--- src/hdl/pws_pkg.sv ---
// Shared constants, register codes and configuration type for the PID block.
`timescale 1ns / 1ps
package pws_pkg;

  localparam int PWS_ERROR_WIDTH = 32;
  localparam int PWS_ACCUM_WIDTH = 48;
  localparam int GAIN_WIDTH      = 24;
  localparam int BAND_WIDTH      = 31;
  localparam int TIMER_WIDTH     = 32;
  localparam int STEP_WIDTH      = 16;
  localparam int APB_ADDR_WIDTH  = 5;
  localparam int APB_DATA_WIDTH  = 32;
  localparam int REG_IDX_WIDTH   = 3;
  // Q8.16 gains: the product is scaled back by this many bits.
  localparam int FRAC_BITS       = 16;

  typedef enum logic [REG_IDX_WIDTH-1:0] {
    REG_GAIN_P         = 3'd0,
    REG_GAIN_I         = 3'd1,
    REG_GAIN_D         = 3'd2,
    REG_INTEGRATE_BAND = 3'd3,
    REG_SETTLE_BAND    = 3'd4,
    REG_SETTLE_LIMIT   = 3'd5,
    REG_RUN_TIMEOUT    = 3'd6
  } reg_idx_e;

  typedef struct packed {
    logic [GAIN_WIDTH-1:0]  gain_p;
    logic [GAIN_WIDTH-1:0]  gain_i;
    logic [GAIN_WIDTH-1:0]  gain_d;
    logic [BAND_WIDTH-1:0]  integrate_band;
    logic [BAND_WIDTH-1:0]  settle_band;
    logic [TIMER_WIDTH-1:0] settle_limit;
    logic [TIMER_WIDTH-1:0] run_timeout;
  } cfg_t;

endpackage

--- src/hdl/pws_cfg_regs.sv ---
// APB-style configuration register file.
`timescale 1ns / 1ps
module pws_cfg_regs (
  input  logic                               clk_i,
  input  logic                               rst_ni,
  input  logic                               psel,
  input  logic                               penable,
  input  logic                               pwrite,
  input  logic [pws_pkg::APB_ADDR_WIDTH-1:0] paddr,
  input  logic [pws_pkg::APB_DATA_WIDTH-1:0] pwdata,
  output logic [pws_pkg::APB_DATA_WIDTH-1:0] prdata,
  output logic                               pready,
  output pws_pkg::cfg_t                      cfg_o
);
  import pws_pkg::*;

  cfg_t     cfg_q, cfg_d;
  reg_idx_e idx;
  logic     wr_en;

  assign pready = 1'b1;
  assign wr_en  = psel && penable && pwrite;
  assign idx    = reg_idx_e'(paddr[APB_ADDR_WIDTH-1:2]);

  always_comb begin
    cfg_d = cfg_q;
    if (wr_en) begin
      case (idx)
        REG_GAIN_P:         cfg_d.gain_p         = pwdata[GAIN_WIDTH-1:0];
        REG_GAIN_I:         cfg_d.gain_i         = pwdata[GAIN_WIDTH-1:0];
        REG_GAIN_D:         cfg_d.gain_d         = pwdata[GAIN_WIDTH-1:0];
        REG_INTEGRATE_BAND: cfg_d.integrate_band = pwdata[BAND_WIDTH-1:0];
        REG_SETTLE_BAND:    cfg_d.settle_band    = pwdata[BAND_WIDTH-1:0];
        REG_SETTLE_LIMIT:   cfg_d.settle_limit   = pwdata[TIMER_WIDTH-1:0];
        REG_RUN_TIMEOUT:    cfg_d.run_timeout    = pwdata[TIMER_WIDTH-1:0];
        default:            cfg_d = cfg_q;
      endcase
    end
  end

  always_comb begin
    case (idx)
      REG_GAIN_P:
        prdata = {{(APB_DATA_WIDTH-GAIN_WIDTH){1'b0}}, cfg_q.gain_p};
      REG_GAIN_I:
        prdata = {{(APB_DATA_WIDTH-GAIN_WIDTH){1'b0}}, cfg_q.gain_i};
      REG_GAIN_D:
        prdata = {{(APB_DATA_WIDTH-GAIN_WIDTH){1'b0}}, cfg_q.gain_d};
      REG_INTEGRATE_BAND:
        prdata = {{(APB_DATA_WIDTH-BAND_WIDTH){1'b0}}, cfg_q.integrate_band};
      REG_SETTLE_BAND:
        prdata = {{(APB_DATA_WIDTH-BAND_WIDTH){1'b0}}, cfg_q.settle_band};
      REG_SETTLE_LIMIT:   prdata = cfg_q.settle_limit;
      REG_RUN_TIMEOUT:    prdata = cfg_q.run_timeout;
      default:            prdata = '0;
    endcase
  end

  always_ff @(posedge clk_i or negedge rst_ni) begin
    if (!rst_ni) begin
      cfg_q <= '0;
    end else begin
      cfg_q <= cfg_d;
    end
  end

  assign cfg_o = cfg_q;

endmodule

--- config.mk ---
export PLATFORM = sky130hd
export DESIGN_NAME = pws_cfg_regs
export DESIGN_NICKNAME = d
export VERILOG_FILES = /design/src/hdl/pws_pkg.sv /design/src/hdl/pws_cfg_regs.sv
export SDC_FILE = /design/constraint.sdc
export NUM_CORES = 1
export LEC_CHECK = 0
export BUFFER_PORTS_ARGS = -buffer_cell sky130_fd_sc_hd__buf_2
export CORE_MARGIN = 2
export CORE_UTILIZATION = 52
export CTS_CLUSTER_DIAMETER = 50
export CTS_CLUSTER_SIZE = 16
export DETAILED_ROUTE_END_ITERATION = 10
export GPL_ROUTABILITY_DRIVEN = 0
export PLACE_DENSITY = 0.92
export SLEW_MARGIN = 40
export SYNTH_ARGS = -nofsm -noshare
export SYNTH_HDL_FRONTEND = slang
export SYNTH_SLANG_ARGS = --single-unit
--- constraint.sdc ---
create_clock -name clk_i -period 2.3 [get_ports clk_i]
set_clock_uncertainty 0.2 [all_clocks]
set_input_delay 0.345 -clock clk_i [delete_from_list [all_inputs] [get_ports clk_i]]
set_output_delay 0.345 -clock clk_i [all_outputs]
set_load 0.005 [all_outputs]
**After elaboration in Yosys (flattened, before gate mapping)**

Index checks and enable logic that the tools add are counted.

- Register bits: 198
- Bits in latches: 0
- RAM bits: 0
- Memory bits (read-only): 0
- Input port bits: 42
- Memories: 0

- $add $sub $neg: 0
- Multiply operators: 0
- Div/mod/pow operators: 0
- Magnitude comparators: 0
- Eq/ne operators: 6
- Shift-type cells: 0
- Muxes and demuxes: 1
- Bitwise logic cells: 0
- Reductions and logical operators: 10

Operators by type and width:

| operator | count |
|---|---|
| 32-bit one-hot mux with 7 select lines | 1 |
| 2-bit AND reduction | 7 |
| 3-bit equality test, second input constant | 3 |
| 3-bit by 2-bit equality test with 1-bit output, second input constant | 2 |
| 3-bit by 1-bit equality test with 1-bit output, second input constant | 1 |
| 3-bit zero test | 1 |
| 1-bit logical AND | 2 |

**Longest topological paths before layout**

- Depth in word-level cells: 3
- Depth in mapped cells: 6

**Least setup slack after synthesis**

OpenSTA, ideal clock, no wires.

- Path type: input-to-output
- From: in paddr[4] in the netlist's numbering
- To: out prdata[0] in the netlist's numbering
- Arrival: 1.391 ns
- Data required time: 1.755 ns
- Slack: 0.364 ns
- Cell stages on the path: 6
- Buffers on the path: 3
- Path through: clkbuf_1 buf_2 clkbuf_1 nand3_1 o21a_1 o221ai_1

- Cells in the longest elaborated chain, start to end: 2
- Elaborated cells between the ends (all ways): 8
- Classes of those cells: 6 x eq/ne; 1 x mux; 1 x reduce/logical

Ends and longest elaborated chain:

| element | RTL line | source |
|---|---|---|
| start, declared | pws_cfg_regs.sv:9 | `input logic [pws_pkg::APB_ADDR_WIDTH-1:0] paddr,` |
| 3-bit equality test, or another cell as far along | pws_cfg_regs.sv:42 | `case (idx)` |
| 32-bit one-hot mux with 7 select lines (*) | pws_cfg_regs.sv:42 |  |
| end, declared | pws_cfg_regs.sv:11 | `output logic [pws_pkg::APB_DATA_WIDTH-1:0] prdata,` |

Every way passes the cells marked *; elsewhere a longest branch is shown, timed or not.

**Worst setup path after layout**

- From: in paddr[3] in the netlist's numbering
- To: out prdata[10] in the netlist's numbering

Same word-level chain as after synthesis.

==> impl_metrics.ini <==
[floorplan]
coreArea_mm2 = 0.01718
ioPinCount = 273
die_w_um = 136.2
dieArea_mm2 = 0.01855
fp.dieH_um = 136.2
rows = 48
start_util_pct = 52.91

[pwr]
p_leak_nw = 5.857
peakVddDrop_mv = 0.5220
p_per_area_mw_per_mm2 = 862.0

[routing]
drt_wl_total_mm = 26.76
drc = 0
ant_nets = 0
firstDrtPassIters = 4
num_vias = 7040
wl_per_cell_um = 22.39
drt_iter0_markers = 479
drt-vias-per-instance = 5.891

[critical_path]
crit_path_max_fanout = 25
cp_data_required_time_ns = 1.75
slowest_delay_ns = 0.36
critical_path_class = in2out
r2r_end = cfg_o[186]
rr_startpoint = cfg_o[186]
cp-endpoint = prdata[10]
cp.arrival_ns = 1.62
crit_chain = buf_2, buf_12, buf_4, mux2_2, nand2_1, o221ai_1, buf_2
start_kind = primary input
worst-r2r-cell-count = 1
critical_path.most_common_cell = buf_2
rrSetupSlack_ns = 1.24
critical_path.endpoint_type = output port
crit_slowest_cell = mux2_2
startpoint = paddr[3]

[clock_network]
h-tree-depth = 4
cts_tree = yes
clock_path_buffers = 2
cts_resized = 0
cts.sinks = 198
numCtsBuffers = 17
clk_latency_ns = 0.42
clk_pin_slew_worst_paths_ns = 0.07
cts_root_buf = clkbuf_16

[status]
status = finished clean

[logic_synthesis]
synthTopCellsByCount = dfrtp_1 (198), mux2_2 (169), mux2_1 (42)
synth_area_leaders = dfrtp_1 (55%), mux2_2 (21%), mux2_1 (5.2%)
avgSynthCellArea_um2 = 13.71
synth_cell_types = 30
synth_area_leader_cell = dfrtp_1
synthFlopType = dfrtp_1
synth_fa_ha_area_share_pct = 0
synth_compound_area_share_pct = 7.146
synth_nets = 705
yosysWarningCount = 0
synth_enable_flop_cells = 0
synth_area_mm2 = 0.009087
ys_seq_area_share_pct = 54.52
synth_seq_cells = 198
muxShareOfSynthArea_pct = 30.66
synthCells = 663
synth_xor_area_share_pct = 0
synth-simple-area-share_pct = 4.943
yosysMostFrequentCell = dfrtp_1
synth_top_area_share_pct = 54.52
synth_top_family_by_area = multiplexers
async_flop_share_pct = 100.0

[global_route]
grt_max_degree = 63
grt_pass1_vias = 7308
antenna_found_initial = 2
grt_pass1_wl_mm = 40.81
grt_usage_pct = 29.15
grt_remaining_overflow = 0

[sta]
setup_viol = 0
min_period_ns = 2.163
timing.final.max_slew_violations = 0
max_freq_mhz = 462.3
rsz0062_at_grt = no
fin_setup_tns_ns = 0
slew_headroom_pct = 62.09
hold_viol = 0
fin_crit_sh_pct = 94.05
tightest_slew_ns = 0.5687

[placed_design]
portBuffers = 269
place_hpwl_mm = 18.30

[run]
drv_cap = 0

[final_layout]
fin_nets = 996
drive_gt1_share_pct = 53.77
largest_reg_flops = 198
syn_to_final_growth_pct = 30.17
utilization_pct = 68.87

[hold_path]
hp-class = in2reg
==> worst min-delay path by stage <==
stage                     from          to  slack [ns]  cells after the start
floorplan               rst_ni    cfg_o[0]       -0.15                      0
global placement        rst_ni  cfg_o[131]        0.18                      1
detailed placement      rst_ni  cfg_o[131]        0.18                      1
CTS                 pwdata[22]  cfg_o[196]       0.001                      2
global route        pwdata[14]  cfg_o[188]        0.02                      2
finish               pwdata[4]  cfg_o[178]        0.02                      2
==> timing repair <==
action | in CTS | in global routing
hold endpoints to repair | 86 | 0
hold buffers | 10 | 0
setup buffers | 0 | 0
==> routing by layer <==
metal / part of all wire, % / track usage [%]
met5: 0.049 / 0
met4: 3.2 / 13.66
met3: 7.1 / 7.196
met2: 50 / 48.72
met1: 40 / 35.58
==> power by group <==
part / leakage (nW) / total, mW / switching [mW] / internal [mW]
Clock: 0.306 / 3.14 / 1.35 / 1.79
Sequential: 2.53 / 4.72 / 0.557 / 4.16
Combinational: 3.02 / 2.34 / 1.03 / 1.31
Total: 5.86 / 10.2 / 2.94 / 7.26
==> cell usage in the layout, fill, tap and decap left out, types with 17 or more instances in the layout <==
master       n
buf_2      268
dfrtp_1    198
mux2_2     169
mux2_1      42
mux2i_1     41
buf_4       24
o21a_1      23
buf_12      20
nand2_1     18
o221ai_1    17
clkbuf_16   17
==> logic make-up (layout without fill, tap and decap cells) <==
| family | Yosys count | in the layout |
|---|---|---|
| DFF | 198 | 198 |
| muxes | 252 | 252 |
| buffers and inverters | 51 | 355 |
| and+or+nand+nor | 79 | 79 |
| other | 1 | 4 |
| AOI/OAI and AO/OA | 82 | 82 |
==> through the flow <==
stage	power (mW)	cell area (um2)	cells	hold slack (ns)	worst slack, ns
after floorplan	5.739	9087	663	-0.1506	0.3641
after global placement	6.945	11100	1150	0.1811	0.1723
after detailed placement	7.092	11100	1150	0.1798	0.1605
after CTS	10.24	11820	1192	0.001193	0.1507
after global routing	10.65	11820	1192	0.01888	0.06738
final	10.20	11830	1195	0.02063	0.1369
==> area by class of cell <==
type,instances,area [um2]
Multi-Input combinational cell,414,3929
Sequential cell,198,4955
Clock buffer,19,452.9
Clock inverter,13,167.7
Antenna cell,3,7.507
Fill cell,1197,5348
Tap cell,225,281.5
Timing Repair Buffer,323,2036
==> worst max-delay path: cells and delay by family <==
family / cells / cell delay, ns
AND/OR/NAND/NOR: 1 / 0.07
buffers and inverters: 4 / 0.71
multiplexers: 1 / 0.36
AO/OA/AOI/OAI: 1 / 0.11
(Power assumes the default switching activity.)
