**src/hdl/pws_pkg.sv**
```systemverilog
// Shared constants, register codes and configuration type for the PID block.
`timescale 1ns / 1ps
package pws_pkg;

  localparam int PWS_ERROR_WIDTH = 32;
  localparam int PWS_ACCUM_WIDTH = 48;
  localparam int GAIN_WIDTH      = 24;
  localparam int BAND_WIDTH      = 31;
  localparam int TIMER_WIDTH     = 32;
  localparam int STEP_WIDTH      = 16;
  localparam int APB_ADDR_WIDTH  = 5;
  localparam int APB_DATA_WIDTH  = 32;
  localparam int REG_IDX_WIDTH   = 3;
  // Q8.16 gains: the product is scaled back by this many bits.
  localparam int FRAC_BITS       = 16;

  typedef enum logic [REG_IDX_WIDTH-1:0] {
    REG_GAIN_P         = 3'd0,
    REG_GAIN_I         = 3'd1,
    REG_GAIN_D         = 3'd2,
    REG_INTEGRATE_BAND = 3'd3,
    REG_SETTLE_BAND    = 3'd4,
    REG_SETTLE_LIMIT   = 3'd5,
    REG_RUN_TIMEOUT    = 3'd6
  } reg_idx_e;

  typedef struct packed {
    logic [GAIN_WIDTH-1:0]  gain_p;
    logic [GAIN_WIDTH-1:0]  gain_i;
    logic [GAIN_WIDTH-1:0]  gain_d;
    logic [BAND_WIDTH-1:0]  integrate_band;
    logic [BAND_WIDTH-1:0]  settle_band;
    logic [TIMER_WIDTH-1:0] settle_limit;
    logic [TIMER_WIDTH-1:0] run_timeout;
  } cfg_t;

endpackage

```
**src/hdl/pws_front.sv**
```systemverilog
// Input register, controller state update and the registered operands for the multipliers.
`timescale 1ns / 1ps
module pws_front #(
  parameter int ERROR_WIDTH = pws_pkg::PWS_ERROR_WIDTH,
  parameter int ACCUM_WIDTH = pws_pkg::PWS_ACCUM_WIDTH
) (
  input  logic                           clk_i,
  input  logic                           rst_ni,
  input  pws_pkg::cfg_t                  cfg_i,
  input  logic                           in_valid_i,
  output logic                           in_ready_o,
  input  logic [ERROR_WIDTH-1:0]         in_error_i,
  input  logic [pws_pkg::STEP_WIDTH-1:0] in_step_i,
  output logic                           s2_valid_o,
  input  logic                           s2_ready_i,
  output logic [ERROR_WIDTH-1:0]         s2_error_o,
  output logic [ERROR_WIDTH:0]           s2_diff_o,
  output logic [ACCUM_WIDTH-1:0]         s2_integ_o,
  output logic                           s2_done_o
);
  import pws_pkg::*;

  localparam int EW = ERROR_WIDTH;
  localparam int AW = ACCUM_WIDTH;
  localparam int IW = ((AW > EW) ? AW : EW) + 1;
  localparam int CW = 64;

  logic                   s1_valid_q, s1_valid_d;
  logic [EW-1:0]          s1_error_q;
  logic [STEP_WIDTH-1:0]  s1_step_q;
  logic                   s1_en, s2_en, s1_fire;

  logic [AW-1:0]          integ_q, integ_d;
  logic [EW-1:0]          last_q;
  logic [TIMER_WIDTH-1:0] settle_t_q, settle_t_d;
  logic [TIMER_WIDTH-1:0] run_t_q, run_t_d;

  logic                   s2_valid_q, s2_valid_d;
  logic [EW-1:0]          s2_error_q;
  logic [EW:0]            s2_diff_q, diff;
  logic [AW-1:0]          s2_integ_q;
  logic                   s2_done_q, done;

  logic [EW-1:0]          mag;
  logic                   e_pos, e_neg, l_pos, l_neg;
  logic                   in_int_band, in_settle_band;
  logic [IW-1:0]          acc_sum;
  logic                   acc_pos_ov, acc_neg_ov;
  logic [AW-1:0]          acc_sat;
  logic [TIMER_WIDTH:0]   settle_sum, run_sum;

  // Each stage loads when it is empty or its content moves on this cycle.
  assign s2_en      = !s2_valid_q || s2_ready_i;
  assign s1_en      = !s1_valid_q || s2_en;
  assign s1_fire    = s1_valid_q && s2_en;
  assign in_ready_o = s1_en;

  assign s1_valid_d = s1_en ? in_valid_i : s1_valid_q;
  assign s2_valid_d = s2_en ? s1_valid_q : s2_valid_q;

  assign e_neg = s1_error_q[EW-1];
  assign e_pos = !s1_error_q[EW-1] && (|s1_error_q);
  assign l_neg = last_q[EW-1];
  assign l_pos = !last_q[EW-1] && (|last_q);
  assign mag   = e_neg ? (~s1_error_q + 1'b1) : s1_error_q;

  assign in_int_band    = {{(CW-EW){1'b0}}, mag} <
                          {{(CW-BAND_WIDTH){1'b0}}, cfg_i.integrate_band};
  assign in_settle_band = {{(CW-EW){1'b0}}, mag} <
                          {{(CW-BAND_WIDTH){1'b0}}, cfg_i.settle_band};

  // Saturating accumulate; the sum overflows when its top bits disagree.
  assign acc_sum    = {{(IW-AW){integ_q[AW-1]}}, integ_q} +
                      {{(IW-EW){s1_error_q[EW-1]}}, s1_error_q};
  assign acc_pos_ov = !acc_sum[IW-1] && !(&(~acc_sum[IW-2:AW-1]));
  assign acc_neg_ov = acc_sum[IW-1] && !(&acc_sum[IW-2:AW-1]);

  always_comb begin
    if (acc_pos_ov) begin
      acc_sat = {1'b0, {(AW-1){1'b1}}};
    end else if (acc_neg_ov) begin
      acc_sat = {1'b1, {(AW-1){1'b0}}};
    end else begin
      acc_sat = acc_sum[AW-1:0];
    end
    integ_d = in_int_band ? acc_sat : integ_q;
    // A strict sign change against the previous sample clears the integral.
    if ((e_pos && l_neg) || (e_neg && l_pos)) begin
      integ_d = '0;
    end
  end

  assign diff = {s1_error_q[EW-1], s1_error_q} - {last_q[EW-1], last_q};

  assign settle_sum = {1'b0, settle_t_q} + {{(TIMER_WIDTH+1-STEP_WIDTH){1'b0}}, s1_step_q};
  assign run_sum    = {1'b0, run_t_q} + {{(TIMER_WIDTH+1-STEP_WIDTH){1'b0}}, s1_step_q};

  always_comb begin
    if (!in_settle_band) begin
      settle_t_d = '0;
    end else if (settle_sum[TIMER_WIDTH]) begin
      settle_t_d = '1;
    end else begin
      settle_t_d = settle_sum[TIMER_WIDTH-1:0];
    end
    run_t_d = run_sum[TIMER_WIDTH] ? '1 : run_sum[TIMER_WIDTH-1:0];
  end

  assign done = ((|cfg_i.run_timeout) && (run_t_d > cfg_i.run_timeout)) ||
                (settle_t_d > cfg_i.settle_limit);

  always_ff @(posedge clk_i or negedge rst_ni) begin
    if (!rst_ni) begin
      s1_valid_q <= 1'b0;
      s2_valid_q <= 1'b0;
      integ_q    <= '0;
      last_q     <= '0;
      settle_t_q <= '0;
      run_t_q    <= '0;
    end else begin
      s1_valid_q <= s1_valid_d;
      s2_valid_q <= s2_valid_d;
      if (s1_fire) begin
        integ_q    <= integ_d;
        last_q     <= s1_error_q;
        settle_t_q <= settle_t_d;
        run_t_q    <= run_t_d;
      end
    end
  end

  always_ff @(posedge clk_i) begin
    if (s1_en && in_valid_i) begin
      s1_error_q <= in_error_i;
      s1_step_q  <= in_step_i;
    end
    if (s1_fire) begin
      s2_error_q <= s1_error_q;
      s2_diff_q  <= diff;
      s2_integ_q <= integ_d;
      s2_done_q  <= done;
    end
  end

  assign s2_valid_o = s2_valid_q;
  assign s2_error_o = s2_error_q;
  assign s2_diff_o  = s2_diff_q;
  assign s2_integ_o = s2_integ_q;
  assign s2_done_o  = s2_done_q;

endmodule

```
**config.mk**
```make
export PLATFORM = sky130hd
export DESIGN_NAME = pws_front
export DESIGN_NICKNAME = d
export VERILOG_FILES = /design/src/hdl/pws_pkg.sv /design/src/hdl/pws_front.sv
export SDC_FILE = /design/constraint.sdc
export NUM_CORES = 1
export LEC_CHECK = 0
export BUFFER_PORTS_ARGS = -buffer_cell sky130_fd_sc_hd__buf_4
export CAP_MARGIN = 20
export CORE_ASPECT_RATIO = 1.2
export CORE_MARGIN = 5
export CORE_UTILIZATION = 40
export CTS_BUF_LIST = sky130_fd_sc_hd__clkbuf_8
export CTS_CLUSTER_SIZE = 30
export DETAILED_ROUTE_END_ITERATION = 8
export GPL_TIMING_DRIVEN = 1
export HOLD_SLACK_MARGIN = 0.03
export PLACE_DENSITY = 0.67
export SLEW_MARGIN = 0
export SYNTH_ARGS = -nofsm -noshare
export SYNTH_HDL_FRONTEND = slang
export SYNTH_SLANG_ARGS = --single-unit
```
**constraint.sdc**
```tcl
create_clock -name clk_i -period 7.9 [get_ports clk_i]
set_clock_uncertainty 0.1 [all_clocks]
set_input_delay 0.395 -clock clk_i [delete_from_list [all_inputs] [get_ports clk_i]]
set_output_delay 0.395 -clock clk_i [all_outputs]
set_load 0.02 [all_outputs]
```
-- After elaboration in Yosys (flattened, before gate mapping)
Index checks and enable logic that the tools add are counted.
- input bits: 250
- word-level logic and storage cells: 52
- register bits: 308
- output and inout bits: 116
- add/sub/neg operators: 5
- muxes and demuxes: 8
- bitwise operators: 1
- reductions and logical operators: 22
- $lt $le $gt $ge: 4
- operator list (kind ; number):
    2-to-1 mux 48 bit ; 4
    2-to-1 mux 32 bit ; 4
    OR reduction 32 bit ; 3
    adder 32 x 16 -> 33 bit ; 2
    > comparator 32 bit ; 2
    < comparator 32 x 31 -> 1 bit ; 2
    adder 48 x 32 -> 49 bit ; 1
    subtractor 32 x 32 -> 33 bit ; 1
    adder 32 x 1 -> 32 bit, second input constant ; 1
    NOT 32 bit ; 1
    logical AND 1 bit ; 9
    logical NOT 1 bit ; 6
    logical OR 1 bit ; 4

-- Logic depth before layout (Yosys ltp)
Gate-level depths: netlist of the first run.
- depth in word-level cells: 7
- gate-level depth with buffers: 29
- mapped depth without buffers: 27

-- Worst setup path before layout of the first run
No wires, ideal clock.
- path kind: register -> register
- start: register s1_error_q[13]
- end: register s2_done_q, in the netlist s2_done_o, data pin
- clock period less this slack: 6.419 ns
- arrival time: 6.052 ns
- cell stages (with the launch flop): 28
- slack: 1.481 ns
- required time: 7.533 ns
- setup time: 0.267 ns
- path buffers: 3
- path through: edfxtp_1 -> or4_4 -> or4_4 -> or3_4 -> or3_4 -> o31ai_1 -> xnor2_1 -> ha_1 -> nand4_1 -> nor2_1 -> nand3_1 -> nor3_1 -> a2111oi_0 -> o2111ai_1 -> buf_4 -> buf_2 -> buf_4 -> nor2_1 -> ha_1 -> a21o_1 -> a21o_1 -> a21o_1 -> a21o_1 -> a21oi_1 -> o21ai_0 -> or3_1 -> o211ai_1 -> o22ai_1
- longest elaborated chain between the ends: 7
- RTL lines (item ; line ; RTL):
    from (decl) ; pws_front.sv:29 ; logic [EW-1:0] s1_error_q;
    from (signal assigned) ; pws_front.sv:134 ; s1_error_q <= in_error_i;
    NOT 32 bit ; pws_front.sv:65 ; assign mag = e_neg ? (~s1_error_q + 1'b1) : s1_error_q;
    adder 32 x 1 -> 32 bit ; pws_front.sv:65 ;
    2-to-1 mux 32 bit * ; pws_front.sv:65 ;
    < comparator 32 x 31 -> 1 bit * ; pws_front.sv:69 ; assign in_settle_band = {{(CW-EW){1'b0}}, mag} <
    2-to-1 mux 32 bit * ; pws_front.sv:99 ; if (!in_settle_band) begin
    via settle_t_d[25] ; pws_front.sv:35 ; logic [TIMER_WIDTH-1:0] settle_t_q, settle_t_d;
    > comparator 32 bit * ; pws_front.sv:110 ; (settle_t_d > cfg_i.settle_limit);
    logical OR 1 bit * ; pws_front.sv:109 ; assign done = ((|cfg_i.run_timeout) && (run_t_d > cfg_i.run_timeout)) ||
    via done ; pws_front.sv:42 ; logic s2_done_q, done;
    to (signal assigned) ; pws_front.sv:141 ; s2_done_q <= done;
    to (decl) ; pws_front.sv:42 ;
The timed path passes the listed nets; every way through them passes the cells marked *.
A chain may end at the register's enable or synchronous reset.

-- Worst setup path in the final report of the first run
Ends and elaborated chain as after synthesis.

==> flow_summary_export.csv, run 1 <==
group,metric,value,unit
run_status,status,"finished clean",
hold_path,hold_class,"primary input to async pin",
worst_setup_path,critPathTopFamily,"compound AO/OA/AOI/OAI gates",
drt,ant_nets,0,
synth,postSynthCellCount,2374,
synth,synth_largest_area_cell,"edfxtp_1",
drt,wl_met1,28.5,mm
timing,hold_ws,0.287,ns
timing,tightest_slew,1.10,ns
clock_tree,cts_buffers,56,
cells_and_area,utilization,0.491,
worst_setup_path,end_kind,"flip-flop",
clock_tree,cts_htree_levels,2,
clock_tree,holdBufCountCts,52,
clock_tree,path_clk_slew,0.07,ns
floorplanning,die_w,225,um
timing,rsz0062_at_grt,"false",
synth,ys.flop_type,"edfxtp_1",
place,gp_congestion,0.914,
grt,antenna_found_initial,6,
place,dp_hpwl,54.1,mm
worst_setup_path,arrival,7.64,ns
worst_setup_path,max_stage_delay,0.76,ns
timing,relSlewSlack,0.263,
grt,grt_usage,0.227,
place,port_buffers,293,
pwr,power.density,324,mW/mm2
timing,finalMaxSlewViolations,0,
worst_setup_path,cp_common_cell,"o21a_1",
clock_tree,cts.path.max_buffers,3,
pwr,p_leak,12.3,nW
synth,netlist_top_cells_count,"ha_1, a21oi_1, inv_1, o21ai_0",
timing,max_freq,136,MHz
floorplanning,start_util,0.405,
clock_tree,clockRootBuffer,"clkbuf_8",
worst_setup_path,crit_type,"flip-flop to flip-flop",
drt,post_drt_via_cell_ratio,5.69,
worst_setup_path,cpMaxStageDelayCell,"a2111oi_0",
clock_tree,cts_tree,"yes",
floorplanning,dieHeight,268,um
cells_and_area,num-fill-cells,5087,
synth,yosys_warnings,0,
synth,avgSynthCellArea,9.37,um2
cells_and_area,syn_to_final_growth,21.1,%
worst_setup_path,crit_buf_inv,1,
drt,route.met2.wl,35.2,mm
timing,layout_setup_ws,0.532,ns
grt,grt_pass1_wl,110,mm
cells_and_area,fin_nets,3207,
drt,routed-wl-met3,4.85,mm
timing,tns,0,ns
synth,ys_seq_area_frac,0.383,
floorplanning,ios,366,
grt,grt_overflow,0,
drt,first_pass_iters,7,
place,pre_cts_ws,0.661,ns
synth,async_flop_share,0.474,
drt,vias,19800,
timing,final-setup-viol-count,0,
floorplanning,coreArea,0.0549,mm2
clock_tree,worstSkewPairLatency,0.66,ns
synth,synth_edf_count,162,
synth,ys_seq_elements,308,
worst_setup_path,crit_fanout,18,
synth,synth_top_area_frac,0.219,
synth,synth.most_common_cell,"ha_1",
timing,period_share,0.933,
pwr,ir_worst_vdd,161,uV
grt,grt_max_degree,142,
synth,synth.distinct_cells,81,
clock_tree,post-cts-setup-buffer-count,0,
drt,routed.top_layer,"met5",
drt,wl_per_cell,20.5,um
drt,finalWirelength,71.4,mm
drt,drt_iter0_drc,1403,
worst_setup_path,required,8.17,ns
job,maxCapViolations,0,
grt,grt_pass1_vias,19700,
synth,synth_fp_nets,2865,
synth,ys_top_cells_by_area,"edfxtp_1, dfrtp_1, ha_1",
timing,fin_crit,7.37,ns
drt,drc,0,
floorplanning,die_area,0.0605,mm2
floorplanning,row_count,94,
synth,synthesis.area,0.0223,mm2
worst_setup_path,worstSetupStartpointType,"flip-flop",
clock_tree,numClockSinks,308,
cells_and_area,drive_above_1_share,0.169,
clock_tree,cts_resized,0,
timing,finalHoldViolCount,0,
[per-layer routing]
metal | vias up | track usage
met5 | - | 0
met4 | 4 | 0.0818
met3 | 141 | 0.0367
met2 | 722 | 0.398
met1 | 9480 | 0.284
li1 | 9485 | -
[cell families after synthesis]
| logic type | synth area share |
|---|---|
| flip-flops | 0.383 |
| AO/OA/AOI/OAI | 0.234 |
| AND/OR/NAND/NOR | 0.129 |
| buffers and inverters | 0.0518 |
| adder cells (fa/ha/maj) | 0.137 |
| multiplexers | 0.0129 |
| XOR/XNOR | 0.0523 |
[path summary, 6_finish.rpt]
| path | start | slack (ns) | endpoint | cells after the start |
|---|---|---|---|---|
| worst max-delay path | s1_error_q[13] | 0.53 | s2_done_o | 25 |
| worst min-delay path | rst_ni | 0.29 | s2_valid_o | 2 |
| worst max register to register | s1_error_q[13] | 0.53 | s2_done_o | 25 |
| worst min register to register | s1_valid_q | 0.39 | s2_valid_o | 1 |
| max in group asynchronous | rst_ni | 5.99 | settle_t_q[8] | 3 |
| min in group clk_i | cfg_i[10] | 0.29 | s2_done_o | 5 |
[metrics by stage]
step	power, mW	std cells	cell area (um2)
floorplan	5.64	2374	22300
global placement	6.92	3324	25200
detailed placement	7.02	3325	25200
CTS	8.75	3482	26900
global route	9.36	3484	27000
finish	8.73	3485	27000
[sequential cells by signal (all words and copies together) (netlist names)]
signal / flops
integ_q: 48
s1_valid_q: 1
s2_done_o: 1
s1_step_q: 16
last_q: 32
s2_valid_o: 1
s2_diff_o: 33
s1_error_q: 32
run_t_q: 32
settle_t_q: 32
s2_error_o: 32
s2_integ_o: 48
[placed cells by master, fill, tap and decap left out, types with 33 or more instances in the layout]
cell type	instances
xor2_1	41
edfxtp_1	162
clkbuf_8	63
nand2_1	162
buf_4	317
ha_1	237
a31oi_1	45
a21o_1	88
o21ai_0	169
nand3_1	43
o2bb2ai_1	51
dlygate4sd3_1	52
nor3_1	39
a21oi_1	218
dfrtp_1	146
xnor2_1	92
inv_1	214
nand4_1	40
nor2_1	130
a211oi_1	33
[final cells by class]
cell class	count	area, um2	area share
clock inverters	42	338	0.0125
well taps	720	901	0.0334
inverters	201	762	0.0283
multi-input cells	1777	12600	0.468
flip-flops and latches	308	8520	0.316
clock buffers	63	867	0.0322
diodes	2	5.00	0.000186
repair buffers	372	2950	0.110
[report_power, final]
group / internal, mW / total, mW / switching [mW]
clock: 0.929 / 1.66 / 0.727
sequential: 2.16 / 2.45 / 0.288
combinational: 1.83 / 4.62 / 2.78
total: 4.93 / 8.73 / 3.80
No activity file was read; power rests on OpenSTA's default activity.
==> run 2: changes to the inputs <==
Settings changed: CAP_MARGIN 20 to default, CELL_PAD_IN_SITES_DETAIL_PLACEMENT from default to 2, CELL_PAD_IN_SITES_GLOBAL_PLACEMENT from default to 2, CORE_UTILIZATION 40 to 37, PLACE_DENSITY 0.67 to 0.91.
==> run 2 against run 1 <==
  * Sequential power is 2% higher
  * First-iteration DRC count is 16% lower
  * Critical path type unchanged
  * Sequential share of layout area hardly changed
  * Critical path depth stayed put
  * Clock power hardly changed
  * Worst setup slack worse by 0.16 ns
  * Clock-buffer cell count is 1 higher
==> flow_summary_export.csv, run 2 (synthesized netlist as in run 1, its figures left out) <==
group,metric,value,unit
run_status,status,"finished clean",
timing,period_share,0.953,
clock_tree,cts_htree_levels,2,
timing,final-setup-viol-count,0,
drt,route.met2.wl,50.8,mm
drt,routed-wl-met3,5.49,mm
cells_and_area,num-fill-cells,6418,
drt,wl_met1,35.3,mm
pwr,p_seq_frac,0.270,
floorplanning,die_area,0.0652,mm2
drt,drt_iter0_drc,1173,
pwr,ir_worst_vdd,173,uV
cells_and_area,final_common_cell,"buf_4",
worst_setup_path,arrival,7.81,ns
drt,first_pass_iters,5,
cells_and_area,fin_nets,3203,
clock_tree,numClockSinks,308,
pwr,combPwrFrac,0.550,
floorplanning,start_util,0.373,
drt,routed.top_layer,"met5",
grt,grt_max_degree,98,
clock_tree,cts_tree,"yes",
grt,grt_pass1_vias,24400,
cells_and_area,drive_above_1_share,0.167,
clock_tree,clockRootBuffer,"clkbuf_8",
timing,tightest_slew,1.11,ns
clock_tree,cts.path.max_buffers,3,
pwr,switching_power,4.36,mW
timing,max_freq,133,MHz
cells_and_area,layout.cells.most_common_list,"buf_4, ha_1, inv_1, a21oi_1, o21ai_0",
pwr,power.density,343,mW/mm2
pwr,intPower,4.88,mW
place,dpl_cell_area,0.0253,mm2
drt,ant_nets,0,
hold_path,hold_class,"primary input to async pin",
worst_setup_path,required,8.18,ns
grt,grt_pass1_wl,148,mm
grt,antenna_found_initial,2,
worst_setup_path,end_kind,"flip-flop",
drt,post_drt_via_cell_ratio,5.96,
floorplanning,coreArea,0.0596,mm2
timing,tns,0,ns
timing,rsz0062_at_grt,"false",
worst_setup_path,worstSetupStartpointType,"flip-flop",
timing,relSlewSlack,0.241,
drt,vias,21200,
cells_and_area,syn_to_final_growth,21.1,%
clock_tree,path_clk_slew,0.07,ns
timing,finalMaxSlewViolations,0,
clock_tree,worstSkewPairLatency,0.69,ns
worst_setup_path,rr_worst_depth,25,
job,maxCapViolations,0,
grt,grt_usage,0.292,
cells_and_area,fin_area,0.0270,mm2
worst_setup_path,crit_path_start,"s1_error_q[12]",
pwr,p_leak,12.3,nW
floorplanning,ios,366,
cells_and_area,ff_latch_area,0.00852,mm2
pwr,swShare,0.472,
timing,hold_ws,0.256,ns
floorplanning,row_count,98,
floorplanning,die_w,234,um
place,gp_congestion,0.914,
timing,finalHoldViolCount,0,
floorplanning,dieHeight,279,um
worst_setup_path,crit_fanout,35,
place,port_buffers,293,
clock_tree,cts_buffers,57,
drt,drc,0,
worst_setup_path,regToRegEndpoint,"s2_done_o",
pwr,clock_power_share,0.180,
drt,finalWirelength,98.3,mm
timing,fin_crit,7.53,ns
cells_and_area,multi_input_area,0.0126,mm2
worst_setup_path,reg2reg_from,"s1_error_q[12]",
worst_setup_path,crit_type,"flip-flop to flip-flop",
grt,grt_overflow,0,
place,dp_hpwl,69.4,mm
worst_setup_path,r2r_slack,0.37,ns
drt,wl_per_cell,27.6,um
cells_and_area,utilization,0.452,
[run 2: changes by cell type in the layout (fill, tap and decap cells not counted), sizes merged]
cell | previous run | this run
clkbuf | 63 | 64
inv | 216 | 221
buf | 320 | 315
clkinv | 21 | 19
clkinvlp | 0 | 2
bufinv | 6 | 3
[run 2: power groups by stage]
| stage | Combinational (mW) | Clock [mW] | Sequential [mW] |
|---|---|---|---|
| after floorplan | 3.09 | 0 | 2.55 |
| after global placement | 4.46 | 0 | 2.45 |
| after detailed placement | 4.82 | 0 | 2.50 |
| after CTS | 4.93 | 1.68 | 2.48 |
| after global routing | 5.46 | 1.77 | 2.53 |
| final | 5.08 | 1.66 | 2.50 |
[run 2: stage by stage]
stage	power (mW)	instances	setup slack (ns)
finish	9.24	3563	0.374
global route	9.76	3562	0.0367
CTS	9.09	3561	0.211
detailed placement	7.32	3401	0.479
global placement	6.92	3401	0.786
floorplan	5.64	2374	1.48
[run 2: repair_timing]
item,in CTS,in global routing
gates resized for setup,0,2
setup buffers,0,0
endpoints found under the setup margin,0,1
hold buffers,52,0
hold endpoints to repair,127,0
[run 2: worst max path at each step]
stage                endpoint  slack (ns)
floorplan           s2_done_o        1.48
global placement    s2_done_o        0.79
detailed placement  s2_done_o        0.48
CTS                 s2_done_o        0.21
global route        s2_done_o        0.04
finish              s2_done_o        0.37
[run 2: cell type report]
cell class | instances | area share
Multi-Input combinational cell | 1777 | 0.468
Sequential cell | 308 | 0.316
Timing Repair Buffer | 367 | 0.107
Tap cell | 800 | 0.0371
Clock buffer | 64 | 0.0327
Inverter | 201 | 0.0283
Clock inverter | 44 | 0.0103
Antenna cell | 2 | 0.000186
[run 2: metal layers]
layer | GRT usage | up-vias
met5 | 0 | -
met4 | 0.165 | 2
met3 | 0.0508 | 313
met2 | 0.539 | 815
met1 | 0.310 | 10600
li1 | - | 9462
[run 2: critical path, stage by stage (launching register included)]
cell	delay (ns)
edfxtp_1	0.56
or4_4	0.57
or4_4	0.46
or3_4	0.42
or3_4	0.42
o31ai_1	0.30
xnor2_1	0.23
ha_1	0.31
nand4_1	0.15
nor2_1	0.08
nand3_1	0.12
nor3_1	0.09
a2111oi_1	0.61
o2111ai_4	0.34
buf_4	0.37
a21oi_1	0.26
ha_1	0.31
a21o_1	0.19
a21oi_1	0.19
nor2b_1	0.08
o21ai_0	0.17
nand2b_1	0.09
a21oi_1	0.16
o21ai_0	0.15
nor4_1	0.32
o22ai_1	0.14
==> run 3: changes to the inputs <==
Settings changed: RECOVER_POWER from default to 50.
==> run 3 against run 2 <==
  * The flow now finishes with violations (max-capacitance violations, max-slew violations)
  * Global-route usage stayed put
  * Highest routed layer unchanged
  * Clock-buffer cell count stayed put
  * Core utilization is 0.93 points lower
  * Critical path type unchanged
==> flow_summary_export.csv, run 3 (synthesized netlist as in run 1, its figures left out) <==
group,metric,value,unit
grt,grt_usage,0.292,
run_status,violations,"max-capacitance violations, max-slew violations",
drt,finalWirelength,98.3,mm
cells_and_area,final_cells,3563,
drt,wl_per_cell,27.6,um
grt,grt_pass1_wl,148,mm
cells_and_area,drive_above_1_share,0.114,
pwr,power.density,346,mW/mm2
worst_setup_path,crit_buf_inv,1,
hold_path,hold_depth,2,
floorplanning,dieHeight,279,um
clock_tree,worstSkewPairLatency,0.69,ns
timing,max_freq,133,MHz
cells_and_area,fin_nets,3203,
timing,tightest_slew,4.95,ns
timing,fin_crit,7.51,ns
floorplanning,die_area,0.0652,mm2
clock_tree,cts_htree_levels,2,
pwr,intPower,4.77,mW
worst_setup_path,cp_common_cell,"o21a_1",
floorplanning,row_count,98,
drt,drc,0,
drt,drt_iter0_drc,1107,
hold_path,hold_class,"primary input to flip-flop",
worst_setup_path,reg2reg_from,"s1_error_q[13]",
floorplanning,die_w,234,um
place,dp_hpwl,69.4,mm
worst_setup_path,crit_fanout,35,
timing,final-setup-viol-count,0,
worst_setup_path,r2r_slack,0.39,ns
place,gp_congestion,0.914,
run_status,status,"finished, violations left",
floorplanning,coreArea,0.0596,mm2
cells_and_area,layout.cells.most_common_list,"ha_1, inv_1, a21oi_1, o21ai_0",
clock_tree,cts.path.max_buffers,3,
worst_setup_path,end_kind,"flip-flop",
timing,rsz0062_at_grt,"false",
drt,vias,21200,
worst_setup_path,arrival,7.79,ns
grt,grt_max_degree,98,
hold_path,hold-path-endpoint,"s1_error_q[9]",
pwr,p_seq_frac,0.273,
job,maxCapViolations,4,
worst_setup_path,regToRegEndpoint,"s2_done_o",
pwr,swShare,0.478,
worst_setup_path,max_stage_delay,0.61,ns
drt,first_pass_iters,5,
pwr,ir_worst_vdd,175,uV
hold_path,min_from,"in_error_i[9]",
timing,tns,0,ns
floorplanning,start_util,0.373,
clock_tree,cts_tree,"yes",
worst_setup_path,crit_type,"flip-flop to flip-flop",
pwr,switching_power,4.36,mW
floorplanning,ios,366,
pwr,combPwrFrac,0.545,
drt,post_drt_via_cell_ratio,5.95,
grt,antenna_found_initial,2,
cells_and_area,final_common_cell,"ha_1",
worst_setup_path,rr_worst_depth,25,
timing,finalHoldViolCount,0,
clock_tree,numClockSinks,308,
worst_setup_path,critPathTopFamily,"simple AND/OR/NAND/NOR gates",
place,port_buffers,293,
clock_tree,cts_buffers,57,
clock_tree,clockRootBuffer,"clkbuf_8",
cells_and_area,syn_to_final_growth,18.6,%
timing,relSlewSlack,-2.30,
drt,ant_nets,0,
clock_tree,post-cts-setup-buffer-count,0,
worst_setup_path,worstSetupStartpointType,"flip-flop",
pwr,p_leak,11.7,nW
timing,finalMaxSlewViolations,254,
timing,period_share,0.950,
worst_setup_path,required,8.18,ns
clock_tree,path_clk_slew,0.07,ns
place,post-place-cells,3401,
grt,grt_pass1_vias,24400,
grt,grt_overflow,0,
pwr,clock_power_share,0.182,
worst_setup_path,cpMaxStageDelayCell,"or4_4",
-- run 3: changes by cell type in the layout (fill, tap and decap cells not counted), sizes merged --
cell | previous run | this run
buf | 315 | 147
clkbuf | 64 | 232
-- run 3: worst max path at each step --
| stage | startpoint | endpoint | slack, ns | cells after the start |
|---|---|---|---|---|
| after global placement | s1_error_q[13] | s2_done_o | 0.79 | 25 |
| after CTS | s1_error_q[13] | s2_done_o | 0.21 | 25 |
| after global routing | s1_error_q[13] | s2_done_o | 0.04 | 25 |
| after floorplan | s1_error_q[13] | s2_done_o | 1.48 | 27 |
| after detailed placement | s1_error_q[13] | s2_done_o | 0.48 | 25 |
| final | s1_error_q[13] | s2_done_o | 0.39 | 25 |
-- run 3: per-stage QoR --
| stage | worst slack (ns) | util | instance area (um2) | power (mW) | hold slack [ns] |
|---|---|---|---|---|---|
| 2_1_floorplan | 1.48 | - | 22300 | 5.64 | -0.000591 |
| 3_3_place_gp | 0.786 | 0.424 | 25300 | 6.92 | 0.372 |
| 3_5_place_dp | 0.479 | 0.424 | 25300 | 7.32 | 0.394 |
| 4_1_cts | 0.211 | 0.452 | 26900 | 9.09 | 0.247 |
| 5_1_grt | 0.0367 | 0.443 | 26400 | 9.65 | 0.322 |
| 6_report | 0.395 | 0.443 | 26400 | 9.13 | 0.347 |
-- run 3: area by class of cell --
cell class              count  area [um2]
repair buffers            367        2340
flip-flops and latches    308        8520
clock inverters            44         277
clock buffers              64         881
multi-input cells        1777       12600
diodes                      2        5.00
fillers                  6578       33200
well taps                 800        1000
inverters                 201         754
-- run 3: layer usage --
metal | vias up | track usage | part of all wire
li1 | 9448 | - | -
met1 | 10700 | 0.310 | 0.36
met2 | 773 | 0.539 | 0.52
met3 | 311 | 0.0508 | 0.052
met4 | 2 | 0.165 | 0.068
met5 | - | 0 | 0.000071
-- run 3: power by group through the flow --
stage	Combinational (mW)	Clock, mW	Sequential, mW
after global placement	4.46	0	2.45
final	4.98	1.66	2.50
after CTS	4.93	1.68	2.48
after detailed placement	4.82	0	2.50
after floorplan	3.09	0	2.55
after global routing	5.35	1.77	2.53
-- run 3: timing repair --
item	in CTS	in global routing
setup endpoints to repair	0	1
hold buffers	52	0
gates resized for setup	0	2
hold endpoints to repair	127	0
